$ cat src/cc20_pkg.sv
// Shared types, constants and block-function helpers of the ChaCha20 stream cipher.
// No dependencies; the design files other than the two interfaces refer to it by scope.
`default_nettype none
package cc20_pkg;

    localparam logic [31:0] SIGMA_0 = 32'h6170_7865;
    localparam logic [31:0] SIGMA_1 = 32'h3320_646e;
    localparam logic [31:0] SIGMA_2 = 32'h7962_2d32;
    localparam logic [31:0] SIGMA_3 = 32'h6b20_6574;

    localparam int ADDR_W  = 6;
    localparam int DATA_W  = 64;
    localparam int POS_W   = 6;
    localparam logic [POS_W-1:0] POS_LAST = POS_W'(63);

    localparam int Q_DEPTH = 4;
    localparam int Q_PTR_W = $clog2(Q_DEPTH);
    localparam int Q_CNT_W = $clog2(Q_DEPTH + 1);

    typedef logic [15:0][31:0] t_words;
    typedef logic [63:0][7:0]  t_bytes;

    typedef enum logic [2:0] {
        REG_KEY_0     = 3'd0,
        REG_KEY_1     = 3'd1,
        REG_KEY_2     = 3'd2,
        REG_KEY_3     = 3'd3,
        REG_NONCE_LO  = 3'd4,
        REG_NONCE_HI  = 3'd5,
        REG_INIT_CTR  = 3'd6
    } t_reg_idx;

    typedef struct packed {
        logic [7:0] data_byte;
        logic       start_message;
    } t_item;

    typedef struct packed {
        logic        go;
        logic        kill;
        logic [31:0] ctr;
    } t_core_ctl;

    typedef struct packed {
        logic        busy;
        logic        done;
        logic [31:0] tag;
    } t_core_sts;

    typedef struct packed {
        logic [31:0] a;
        logic [31:0] b;
        logic [31:0] c;
        logic [31:0] d;
    } t_quad;

    function automatic t_words init_words(input logic [255:0] key, input logic [31:0] ctr,
                                          input logic [95:0] nonce);
        t_words w;
        w[0] = SIGMA_0;
        w[1] = SIGMA_1;
        w[2] = SIGMA_2;
        w[3] = SIGMA_3;
        for (int k = 0; k < 8; k++) begin
            w[4+k] = key[32*k +: 32];
        end
        w[12] = ctr;
        w[13] = nonce[31:0];
        w[14] = nonce[63:32];
        w[15] = nonce[95:64];
        return w;
    endfunction

    // half of a quarter round: rotations 16/12 in the first half, 8/7 in the second
    function automatic t_quad qhalf(input logic [31:0] a, input logic [31:0] b,
                                    input logic [31:0] c, input logic [31:0] d,
                                    input logic second);
        t_quad q;
        logic [31:0] x;
        logic [31:0] y;
        q.a = a + b;
        x   = d ^ q.a;
        q.d = second ? {x[23:0], x[31:24]} : {x[15:0], x[31:16]};
        q.c = c + q.d;
        y   = b ^ q.c;
        q.b = second ? {y[24:0], y[31:25]} : {y[19:0], y[31:20]};
        return q;
    endfunction

endpackage
`default_nettype wire

$ cat src/cc20_regs.sv
// APB configuration registers: key, nonce and initial block counter.
// Depends on cc20_pkg for the register index codes and port widths.
`default_nettype none
module cc20_regs (
    input  wire logic                        i_clk,
    input  wire logic                        i_rst_n,
    input  wire logic                        psel,
    input  wire logic                        penable,
    input  wire logic                        pwrite,
    input  wire logic [cc20_pkg::ADDR_W-1:0] paddr,
    input  wire logic [cc20_pkg::DATA_W-1:0] pwdata,
    output logic      [cc20_pkg::DATA_W-1:0] prdata,
    output logic                             pready,
    output logic      [255:0]                o_key,
    output logic      [95:0]                 o_nonce,
    output logic      [31:0]                 o_init_ctr,
    output logic                             o_wr
);
    logic [63:0] r_key_0, r_key_1, r_key_2, r_key_3, r_nonce_lo;
    logic [31:0] r_nonce_hi, r_init_ctr;
    logic        wr;
    cc20_pkg::t_reg_idx idx;

    assign pready = 1'b1;
    assign wr     = psel && penable && pwrite && pready;
    assign idx    = cc20_pkg::t_reg_idx'(paddr[5:3]);

    always_ff @(posedge i_clk) begin
        if (!i_rst_n) begin
            r_key_0    <= '0;
            r_key_1    <= '0;
            r_key_2    <= '0;
            r_key_3    <= '0;
            r_nonce_lo <= '0;
            r_nonce_hi <= '0;
            r_init_ctr <= '0;
        end else if (wr) begin
            unique case (idx)
                cc20_pkg::REG_KEY_0:    r_key_0    <= pwdata;
                cc20_pkg::REG_KEY_1:    r_key_1    <= pwdata;
                cc20_pkg::REG_KEY_2:    r_key_2    <= pwdata;
                cc20_pkg::REG_KEY_3:    r_key_3    <= pwdata;
                cc20_pkg::REG_NONCE_LO: r_nonce_lo <= pwdata;
                cc20_pkg::REG_NONCE_HI: r_nonce_hi <= pwdata[31:0];
                cc20_pkg::REG_INIT_CTR: r_init_ctr <= pwdata[31:0];
                default: ;
            endcase
        end
    end

    always_comb begin
        unique case (idx)
            cc20_pkg::REG_KEY_0:    prdata = r_key_0;
            cc20_pkg::REG_KEY_1:    prdata = r_key_1;
            cc20_pkg::REG_KEY_2:    prdata = r_key_2;
            cc20_pkg::REG_KEY_3:    prdata = r_key_3;
            cc20_pkg::REG_NONCE_LO: prdata = r_nonce_lo;
            cc20_pkg::REG_NONCE_HI: prdata = {32'd0, r_nonce_hi};
            cc20_pkg::REG_INIT_CTR: prdata = {32'd0, r_init_ctr};
            default:                prdata = '0;
        endcase
    end

    assign o_key      = {r_key_3, r_key_2, r_key_1, r_key_0};
    assign o_nonce    = {r_nonce_hi, r_nonce_lo};
    assign o_init_ctr = r_init_ctr;
    assign o_wr       = wr;
endmodule
`default_nettype wire

$ cat config.mk
export PLATFORM = sky130hd
export DESIGN_NAME = cc20_regs
export DESIGN_NICKNAME = d
export VERILOG_FILES = /design/src/cc20_pkg.sv /design/src/cc20_regs.sv
export SDC_FILE = /design/constraint.sdc
export NUM_CORES = 1
export LEC_CHECK = 0
export ABC_AREA = 1
export BUFFER_PORTS_ARGS = -buffer_cell sky130_fd_sc_hd__buf_2
export CAP_MARGIN = 10
export CELL_PAD_IN_SITES_DETAIL_PLACEMENT = 1
export CELL_PAD_IN_SITES_GLOBAL_PLACEMENT = 1
export CORE_AREA = 5 5 238 240
export CTS_BUF_LIST = sky130_fd_sc_hd__clkbuf_4
export DETAILED_ROUTE_END_ITERATION = 6
export DIE_AREA = 0 0 243 245
export PLACE_DENSITY_LB_ADDON = 0.1
export REMOVE_ABC_BUFFERS = 1
export SETUP_SLACK_MARGIN = 0.2
export SYNTH_ARGS = -nofsm -noshare
export SYNTH_HDL_FRONTEND = slang
export SYNTH_SLANG_ARGS = --single-unit
$ cat constraint.sdc
create_clock -name i_clk -period 1.53 [get_ports i_clk]
set_input_delay 0 -clock i_clk [delete_from_list [all_inputs] [get_ports i_clk]]
set_output_delay 0 -clock i_clk [all_outputs]
set_load 0.01 [all_outputs]
==> flow_summary.ini <==
[run_status]
outcome = complete, but fails checks
violations = negative hold slack, negative setup slack

[layout]
syn_to_final_growth_pct = 73.8
final_nets = 4130
drive_above_1_share = 0.372
finish.utilization = 0.598
n_fill_cell = 6856

[grt]
antenna_found_initial = 2
globalRouteMet1Util = 0.393
grt_usage = 0.337
grt_util_met2 = 0.586
grt_use_met3 = 0.0739
first_global_vias = 26675
grt-busiest-layer = met2
grt_pass1_wl_um = 158000
overflow = 0
grt_max_degree = 102

[timing]
clock.fmax_mhz = 530
setup_tns_ns = -18.80
layout_min_cycle_time_ns = 1.89
finalHoldViolCount = 10
fin_ws_ns = -0.358
relSlewSlack = 0.249
fin_skew_ns = 0
slew_violations = 0
worstMarginPinSlew_ns = 1.12
rsz0062_at_grt = yes
setup_viol = 136
worst_hold_slack_ns = -0.111
fin_crit_sh = 1.23

[logic_synthesis]
ys_top_cells_by_area = dfxtp_1, nor2_1, nand2_1
synth_top_cell_area_share = 0.410
syn_area_per_cell_um2 = 6.27
synthFlopType = dfxtp_1
yosysTopAreaCell = dfxtp_1
synth.most_common_cell = nor2_1
synthCells = 2989
ys_warn_count = 0
ys_async_sr_fraction = 0
synth_area_mm2 = 0.0187
ys_seq_elements = 384
ys_seq_area_frac = 0.410
synth_edf_count = 0
ys_top_cells_by_count = nor2_1, nand2_1, nand3_1
ys_types = 19

[die]
initial_utilization = 0.344
die_w_um = 243
design.core.area_mm2 = 0.0544
row_count = 86
die_h_um = 245
io_pins = 525
die-area_mm2 = 0.0595

[power]
combinationalPowerShare = 0.138
clkPwrFrac = 0.429
p_sw_mw = 7.28
p_leak_nw = 15.3
pwr-share-seq = 0.433
total_power_mw = 23.5
p_sw_frac = 0.310
pwr_density_cell_mw_per_mm2 = 722
vdd_drop_max_mv = 0.555
p_int_mw = 16.2

[clock_network]
clk_latency_ns = 0.87
cts.sinks = 384
cts_tree = built
htreeDepth = 3
cts_inserted_buffers = 110
clk_path_buf_depth = 3
cts_root_buffer = clkbuf_4
clk_pin_slew_ns = 0.08

[place]
portBuffers = 520
dpl.hpwl_um = 59200
place_congestion = 0.852

[drt]
drt_iter0_drc = 1973
wl_per_cell_um = 24.5
drt-vias-per-instance = 5.55
detail-route-antenna-nets = 0
routed_wl_um = 119000
drc = 0
drt-pass1-iter-count = 5
via_count = 26929

[setup_path]
crit_family = simple AND/OR/NAND/NOR gates
path_buf_inv = 1
crit_slowest_cell = dfxtp_2
cp.arrival_ns = 1.89
critPathMaxFanout = 2
cp-start-kind = flop
critical_path_required_ns = 1.53
path_cells = nand4_1, nand2_1, nor2_1, nand2_1, buf_2
slowest_delay_ns = 0.36
crit_path_end_kind = primary output
critical_path_class = flop to primary output
crit_path_frequent_cell = nand2_1

[hold_path]
hold_path_class = primary input to flop

[run]
max_cap_viol_count = 0
[sequential cells by signal, summed over array words and instances, names as in the netlist]
signal,cells
r_nonce_hi,32
r_key_1,64
r_nonce_lo,64
r_key_3,64
o_init_ctr,32
r_key_2,64
r_key_0,64
[routing by layer]
layer | vias to the layer above | wire length [um]
li1 | 11678 | -
met1 | 13178 | 43500
met2 | 1565 | 57400
met3 | 508 | 10600
met4 | 0 | 7650
met5 | - | 0
[repair_timing]
item,CTS,global route
pin swaps,109,115
hold buffers,292,14
endpoints found under the setup margin,448,642
buffers inserted,164,117
resized for setup,740,379
hold endpoints to repair,384,84
gates cloned,0,7
[path summary, 6_finish.rpt]
path,start,end,slack (ns),depth (start not counted)
setup reg to reg,r_key_2[46],r_key_2[46],0.01,5
hold / removal,paddr[5],r_nonce_hi[25],-0.11,6
setup / recovery,r_key_2[56],prdata[56],-0.36,5
hold reg to reg,r_key_3[11],r_key_3[11],0.50,2
[placed cells by master (no fill, tap or decap), types with 39 or more instances in the layout]
master	count
nand3_2	39
buf_2	216
nand4_1	160
nand3_1	350
dfxtp_4	58
dfxtp_2	311
buf_4	126
nand2_1	796
inv_1	87
nor2_1	869
clkbuf_4	166
dlygate4sd3_1	284
buf_12	49
buf_6	493
[cell families after synthesis]
family / count (synthesis) / share of synthesized area
and+or+nand+nor: 2265 / 0.506
DFF: 384 / 0.410
buffers and inverters: 339 / 0.0841
other: 1 / 0.000200
[through the flow]
| step | setup WS, ns | instance area [um^2] | cells |
|---|---|---|---|
| CTS | -0.299 | 30100 | 4713 |
| finish | -0.358 | 32600 | 4855 |
| global placement | 0.123 | 22300 | 4055 |
| floorplan | -4.21 | 17500 | 2750 |
| global route | -0.454 | 32600 | 4854 |
| detailed placement | 0.114 | 22300 | 4055 |
[power by group through the flow]
stage | combinational (mW) | sequential (mW) | clock (mW)
3_3_place_gp | 2.19 | 10.5 | 0
6_report | 3.24 | 10.2 | 10.1
3_5_place_dp | 2.25 | 10.5 | 0
2_1_floorplan | 0.881 | 10.5 | 0
5_1_grt | 3.39 | 10.2 | 10.7
4_1_cts | 2.85 | 10.2 | 9.99
[worst register-to-register path: cells and delay by family, from the launching register on]
kind / cells / cell delay (ns)
buf+inv: 3 / 0.84
flops: 1 / 0.35
simple gates: 2 / 0.23
[layout make-up]
cell class / count / area (um^2) / area share
Inverter: 100 / 402 / 0.0123
Multi-Input combinational cell: 2266 / 9800 / 0.301
Antenna cell: 6 / 15.0 / 0.000461
Clock buffer: 166 / 1250 / 0.0383
Clock inverter: 36 / 143 / 0.00438
Tap cell: 704 / 881 / 0.0270
Sequential cell: 384 / 8290 / 0.255
Timing Repair Buffer: 1193 / 11800 / 0.362
No activity file was read; power rests on OpenSTA's default activity.
