==> config.mk <==
export PLATFORM = sky130hd
export DESIGN_NAME = cc20_front_flat
export DESIGN_NICKNAME = d
export VERILOG_FILES = /design/src/cc20_pkg.sv /design/src/cc20_in_if.sv /design/src/cc20_front.sv /design/src/flat_wrapper.sv
export SDC_FILE = /design/constraint.sdc
export NUM_CORES = 1
export LEC_CHECK = 0
export ABC_AREA = 1
export BUFFER_PORTS_ARGS = -buffer_cell sky130_fd_sc_hd__buf_2
export CAP_MARGIN = 25
export CORE_AREA = 2 2 65 67
export DETAILED_ROUTE_END_ITERATION = 12
export DIE_AREA = 0 0 67 69
export GPL_ROUTABILITY_DRIVEN = 0
export HOLD_SLACK_MARGIN = 0.03
export MAX_ROUTING_LAYER = met4
export PLACE_DENSITY_LB_ADDON = 0.3
export SYNTH_ARGS = -nofsm -noshare
export SYNTH_HDL_FRONTEND = slang
export SYNTH_SLANG_ARGS = --single-unit
==> constraint.sdc <==
create_clock -name i_clk -period 1.6 [get_ports i_clk]
set_clock_uncertainty 0.15 [all_clocks]
set_input_delay 0.24 -clock i_clk [delete_from_list [all_inputs] [get_ports i_clk]]
set_output_delay 0.24 -clock i_clk [all_outputs]
set_load 0.005 [all_outputs]
==> src/cc20_pkg.sv <==
// Shared types, constants and block-function helpers of the ChaCha20 stream cipher.
// No dependencies; the design files other than the two interfaces refer to it by scope.
`default_nettype none
package cc20_pkg;

    localparam logic [31:0] SIGMA_0 = 32'h6170_7865;
    localparam logic [31:0] SIGMA_1 = 32'h3320_646e;
    localparam logic [31:0] SIGMA_2 = 32'h7962_2d32;
    localparam logic [31:0] SIGMA_3 = 32'h6b20_6574;

    localparam int ADDR_W  = 6;
    localparam int DATA_W  = 64;
    localparam int POS_W   = 6;
    localparam logic [POS_W-1:0] POS_LAST = POS_W'(63);

    localparam int Q_DEPTH = 4;
    localparam int Q_PTR_W = $clog2(Q_DEPTH);
    localparam int Q_CNT_W = $clog2(Q_DEPTH + 1);

    typedef logic [15:0][31:0] t_words;
    typedef logic [63:0][7:0]  t_bytes;

    typedef enum logic [2:0] {
        REG_KEY_0     = 3'd0,
        REG_KEY_1     = 3'd1,
        REG_KEY_2     = 3'd2,
        REG_KEY_3     = 3'd3,
        REG_NONCE_LO  = 3'd4,
        REG_NONCE_HI  = 3'd5,
        REG_INIT_CTR  = 3'd6
    } t_reg_idx;

    typedef struct packed {
        logic [7:0] data_byte;
        logic       start_message;
    } t_item;

    typedef struct packed {
        logic        go;
        logic        kill;
        logic [31:0] ctr;
    } t_core_ctl;

    typedef struct packed {
        logic        busy;
        logic        done;
        logic [31:0] tag;
    } t_core_sts;

    typedef struct packed {
        logic [31:0] a;
        logic [31:0] b;
        logic [31:0] c;
        logic [31:0] d;
    } t_quad;

    function automatic t_words init_words(input logic [255:0] key, input logic [31:0] ctr,
                                          input logic [95:0] nonce);
        t_words w;
        w[0] = SIGMA_0;
        w[1] = SIGMA_1;
        w[2] = SIGMA_2;
        w[3] = SIGMA_3;
        for (int k = 0; k < 8; k++) begin
            w[4+k] = key[32*k +: 32];
        end
        w[12] = ctr;
        w[13] = nonce[31:0];
        w[14] = nonce[63:32];
        w[15] = nonce[95:64];
        return w;
    endfunction

    // half of a quarter round: rotations 16/12 in the first half, 8/7 in the second
    function automatic t_quad qhalf(input logic [31:0] a, input logic [31:0] b,
                                    input logic [31:0] c, input logic [31:0] d,
                                    input logic second);
        t_quad q;
        logic [31:0] x;
        logic [31:0] y;
        q.a = a + b;
        x   = d ^ q.a;
        q.d = second ? {x[23:0], x[31:24]} : {x[15:0], x[31:16]};
        q.c = c + q.d;
        y   = b ^ q.c;
        q.b = second ? {y[24:0], y[31:25]} : {y[19:0], y[31:20]};
        return q;
    endfunction

endpackage
`default_nettype wire

==> src/cc20_in_if.sv <==
// Input channel of the stream cipher: one data byte and a message-start flag per transfer.
// Uses no package.
`default_nettype none
interface cc20_in_if;
    logic       valid;
    logic       ready;
    logic [7:0] data_byte;
    logic       start_message;

    modport source (output valid, output data_byte, output start_message, input ready);
    modport sink   (input valid, input data_byte, input start_message, output ready);
endinterface
`default_nettype wire

==> src/cc20_front.sv <==
// Front end: accepts input transfers into a short queue and presents the head item.
// Depends on cc20_pkg (item type, queue sizing) and cc20_in_if.
`default_nettype none
module cc20_front (
    input  wire logic            i_clk,
    input  wire logic            i_rst_n,
    cc20_in_if.sink              i_in,
    output logic                 o_head_vld,
    output cc20_pkg::t_item      o_head,
    input  wire logic            i_pop
);
    cc20_pkg::t_item                r_q [cc20_pkg::Q_DEPTH];
    logic [cc20_pkg::Q_PTR_W-1:0]  r_wr_ptr, n_wr_ptr;
    logic [cc20_pkg::Q_PTR_W-1:0]  r_rd_ptr, n_rd_ptr;
    logic [cc20_pkg::Q_CNT_W-1:0]  r_cnt, n_cnt;
    logic                           push;

    assign i_in.ready = (r_cnt != cc20_pkg::Q_CNT_W'(cc20_pkg::Q_DEPTH));
    assign push       = i_in.valid && i_in.ready;
    assign o_head_vld = (r_cnt != '0);
    assign o_head     = r_q[r_rd_ptr];

    always_comb begin
        n_wr_ptr = push  ? cc20_pkg::Q_PTR_W'(r_wr_ptr + 1'b1) : r_wr_ptr;
        n_rd_ptr = i_pop ? cc20_pkg::Q_PTR_W'(r_rd_ptr + 1'b1) : r_rd_ptr;
        n_cnt    = cc20_pkg::Q_CNT_W'(r_cnt + cc20_pkg::Q_CNT_W'(push)
                                      - cc20_pkg::Q_CNT_W'(i_pop));
    end

    always_ff @(posedge i_clk) begin
        if (!i_rst_n) begin
            r_wr_ptr <= '0;
            r_rd_ptr <= '0;
            r_cnt    <= '0;
        end else begin
            r_wr_ptr <= n_wr_ptr;
            r_rd_ptr <= n_rd_ptr;
            r_cnt    <= n_cnt;
        end
    end

    always_ff @(posedge i_clk) begin
        if (push) begin
            r_q[r_wr_ptr] <= '{data_byte: i_in.data_byte, start_message: i_in.start_message};
        end
    end
endmodule
`default_nettype wire

==> src/flat_wrapper.sv <==
// flat-port wrapper written by rule: the top's interface ports become plain ports
module cc20_front_flat 
  (i_clk, i_rst_n, o_head_vld, o_head, i_pop, i_in_valid, i_in_data_byte, i_in_start_message, i_in_ready);
  cc20_in_if i_in_i ();
  input  wire logic i_clk;
  input  wire logic i_rst_n;
  output logic o_head_vld;
  output cc20_pkg::t_item o_head;
  input  wire logic i_pop;
  input wire logic [$bits(i_in_i.valid)-1:0] i_in_valid;
  input wire logic [$bits(i_in_i.data_byte)-1:0] i_in_data_byte;
  input wire logic [$bits(i_in_i.start_message)-1:0] i_in_start_message;
  output wire logic [$bits(i_in_i.ready)-1:0] i_in_ready;
  assign i_in_i.valid = i_in_valid;
  assign i_in_i.data_byte = i_in_data_byte;
  assign i_in_i.start_message = i_in_start_message;
  assign i_in_ready = i_in_i.ready;
  cc20_front u_core (.i_clk(i_clk), .i_rst_n(i_rst_n), .i_in(i_in_i), .o_head_vld(o_head_vld), .o_head(o_head), .i_pop(i_pop));
endmodule
==> reports/results.tsv <==
stage	metric	value	unit
clocking	Worst-path clk slew	0.08	ns
sta	max frequency	599	MHz
yosys	Synth Flop Type	edfxtp_1	
yosys	cell taking the most area after synthesis	edfxtp_1	
die	Chip Width	67	um
worst_setup_path	crit-path cells	buf_12, inv_16, nor2_4, o22ai_2, buf_2	
global_route	total track usage	0.191	
routing	final wirelength	3830	um
sta	Max Slew Vio Count	0	
layout	fin nets	219	
yosys	syn nets	168	
yosys	Avg Cell Area, Syn	12.9	um^2
layout	P&R area growth vs syn	37.6	%
worst_setup_path	arrival time worst endpoint	1.28	ns
global_route	grt ovf	0	
die	Die Area	4620	um^2
clocking	H-tree levels	2	
hold_path	worst min-delay path class	input port to flip-flop	
worst_setup_path	CP max-delay cell	dfxtp_4	
global_route	first-pass GRT wire length	6220	um
placed_design	dpl ws	-0.115	ns
routing	antenna-violating nets left	0	
yosys	top post-synthesis cells by area	edfxtp_1 (57%), dfxtp_1 (9.5%), o22ai_2 (5.9%)	
sta	RSZ-0062 raised after global routing	yes	
sta	Tcrit/Tclk final	1.04	
worst_setup_path	Crit path largest cell delay	0.38	ns
yosys	synthesized area	1910	um^2
yosys	synth unique cells	19	
clocking	CTS Sinks	45	
layout	# diodes	0	
yosys	Post-Synthesis Cells	148	
clocking	clock latency on the worst-skew pair	0.29	ns
clocking	CTS Root Cell	clkbuf_8	
layout	most frequent cells in the layout	edfxtp_1 (36), buf_2 (23), inv_1 (12)	
layout	final core utilization	0.670	
outcome	outcome	finished with violations	
hold_path	Hold Startpoint	i_rst_n	
sta	Setup violations, final	11	
worst_setup_path	Crit Path Max Fanout	9	
routing	via count	1261	
worst_setup_path	Worst Path Class, Setup	flip-flop to primary output	
routing	Iter 0 DRT Violations	77	
power_and_ir_drop	Power Dens Cells	1160	nW/um^2
die	Initial Util	0.487	
die	# rows	23	
routing	drt drc	0	
sta	final setup margin	-0.0702	ns
global_route	largest net degree at the start of global routing	14	
clocking	CTS buffer count	5	
power_and_ir_drop	cell leakage power	0.000989	uW
power_and_ir_drop	Max IR drop VDD	0.000716	V
yosys	number of flops mapped to enable cells by yosys	36	
worst_setup_path	Critical Path Source Type	flip-flop	
power_and_ir_drop	Overall Power	3040	uW
sta	Worst Max-Slew Pin Slew	0.244	ns
worst_setup_path	crit path capture type	primary output	
layout	Filler Cell Count	284	
global_route	vias in the first global route	1324	
routing	1st-pass router iterations	4	
layout	share of cells above drive strength 1	0.510	
sta	final hold viol count	0	
routing	vias per inst	5.04	
worst_setup_path	CP required	1.21	ns
sta	Slew HR	0.835	
layout	Post-Layout Cell Count	250	
routing	wire per inst	15.3	um
worst_setup_path	reg2reg setup slack	-0.03	ns
placed_design	input/output buffers	23	
placed_design	# placed instances	228	
yosys	Seq cells post-synth	45	
placed_design	post-DP HPWL	2220	um
global_route	initial antenna violation count	0	
outcome	failing checks	setup timing	
yosys	post-synthesis sequential area ratio	0.662	
yosys	Post-synth ARST share	0	
die	IO Count	24	
die	area of the core	3910	um^2
layout	most common cell after layout, fill and taps aside	edfxtp_1	
die	Die Y	69	um
sta	Total Negative Setup Slacks	-0.492	ns
clocking	worst-case clock buffer depth	2	
yosys	Synth top area share	0.567	
yosys	total number of yosys warnings	0	
flow_run	Max-cap violations	0	
clocking	TritonCTS clock tree	done	
sta	Final min period	1.67	ns
worst_setup_path	worst r2r src	u_core.r_cnt[0]	
metal layers:
layer | vias up | global-route usage | share of wire
met5 | - | - | 0
met4 | 0 | 0.0703 | 0.018
met3 | 9 | 0.0440 | 0.037
met2 | 28 | 0.322 | 0.54
met1 | 609 | 0.218 | 0.41
li1 | 615 | - | -
metrics by stage:
step                      hold WS, ns  area (um^2)
after floorplan                 0.183         1910
after global placement          0.273         2130
after detailed placement        0.286         2130
after CTS                      0.0492         2570
after global routing           0.0751         2620
final                          0.0652         2620
critical path: cells and delay by family (launching register included):
family	cells	cell delay (ns)
compound gates	1	0.17
buf+inv	3	0.39
flops	1	0.38
simple gates	1	0.04
layout make-up:
| type | instances | area (um^2) | area share |
|---|---|---|---|
| Inverter | 18 | 91.3 | 0.0348 |
| Sequential cell | 45 | 1270 | 0.486 |
| Multi-Input combinational cell | 82 | 708 | 0.270 |
| Tap cell | 50 | 62.6 | 0.0239 |
| Clock buffer | 7 | 76.3 | 0.0291 |
| Timing Repair Buffer | 46 | 387 | 0.147 |
| Clock inverter | 1 | 7.51 | 0.00286 |
| Timing Repair inverter | 1 | 16.3 | 0.00620 |
state kept, by name, summed over array words and instances, names as in the netlist, named ones only:
register         flops
u_core.r_cnt         3
u_core.r_q          36
u_core.r_rd_ptr      2
u_core.r_wr_ptr      2
cell usage after synthesis (2+ instances only):
cell       n
a21oi_1    3
inv_1     16
o22ai_2    9
nor2_2    10
o21ai_0   19
dfxtp_1    9
ha_1       6
buf_6      2
edfxtp_1  36
o21ai_2    2
nor2_1    19
nand3_1    2
nand2_1    9
logic make-up (layout without fill, tap and decap cells):
kind of cell / after synthesis / after routing / synth area share
AO/OA/AOI/OAI: 34 / 34 / 0.130
flip-flops: 45 / 45 / 0.662
adder cells (fa/ha/maj): 7 / 7 / 0.0499
buffers and inverters: 21 / 73 / 0.0617
AND/OR/NAND/NOR: 41 / 41 / 0.0965
final timing paths:
| check | cells past startpoint | end |
|---|---|---|
| setup reg to reg | 7 | u_core.r_cnt[1] |
| setup / recovery | 5 | o_head[0] |
| hold / removal | 3 | u_core.r_cnt[1] |
| hold reg to reg | 1 | flip-flop |
what timing repair did:
item	4_1_cts	5_1_grt
setup endpoints to repair	11	11
pin swaps	13	6
endpoints found under the hold margin	36	0
gates resized for setup	65	14
hold buffers	9	0
buffers inserted	1	0
cloned	4	0
power breakdown:
group          internal [uW]  leakage [uW]  switching (uW)
Sequential              1440      0.000406             113
Clock                    309     0.0000385             365
Combinational            397      0.000544             423
No activity file was read; power rests on OpenSTA's default activity.
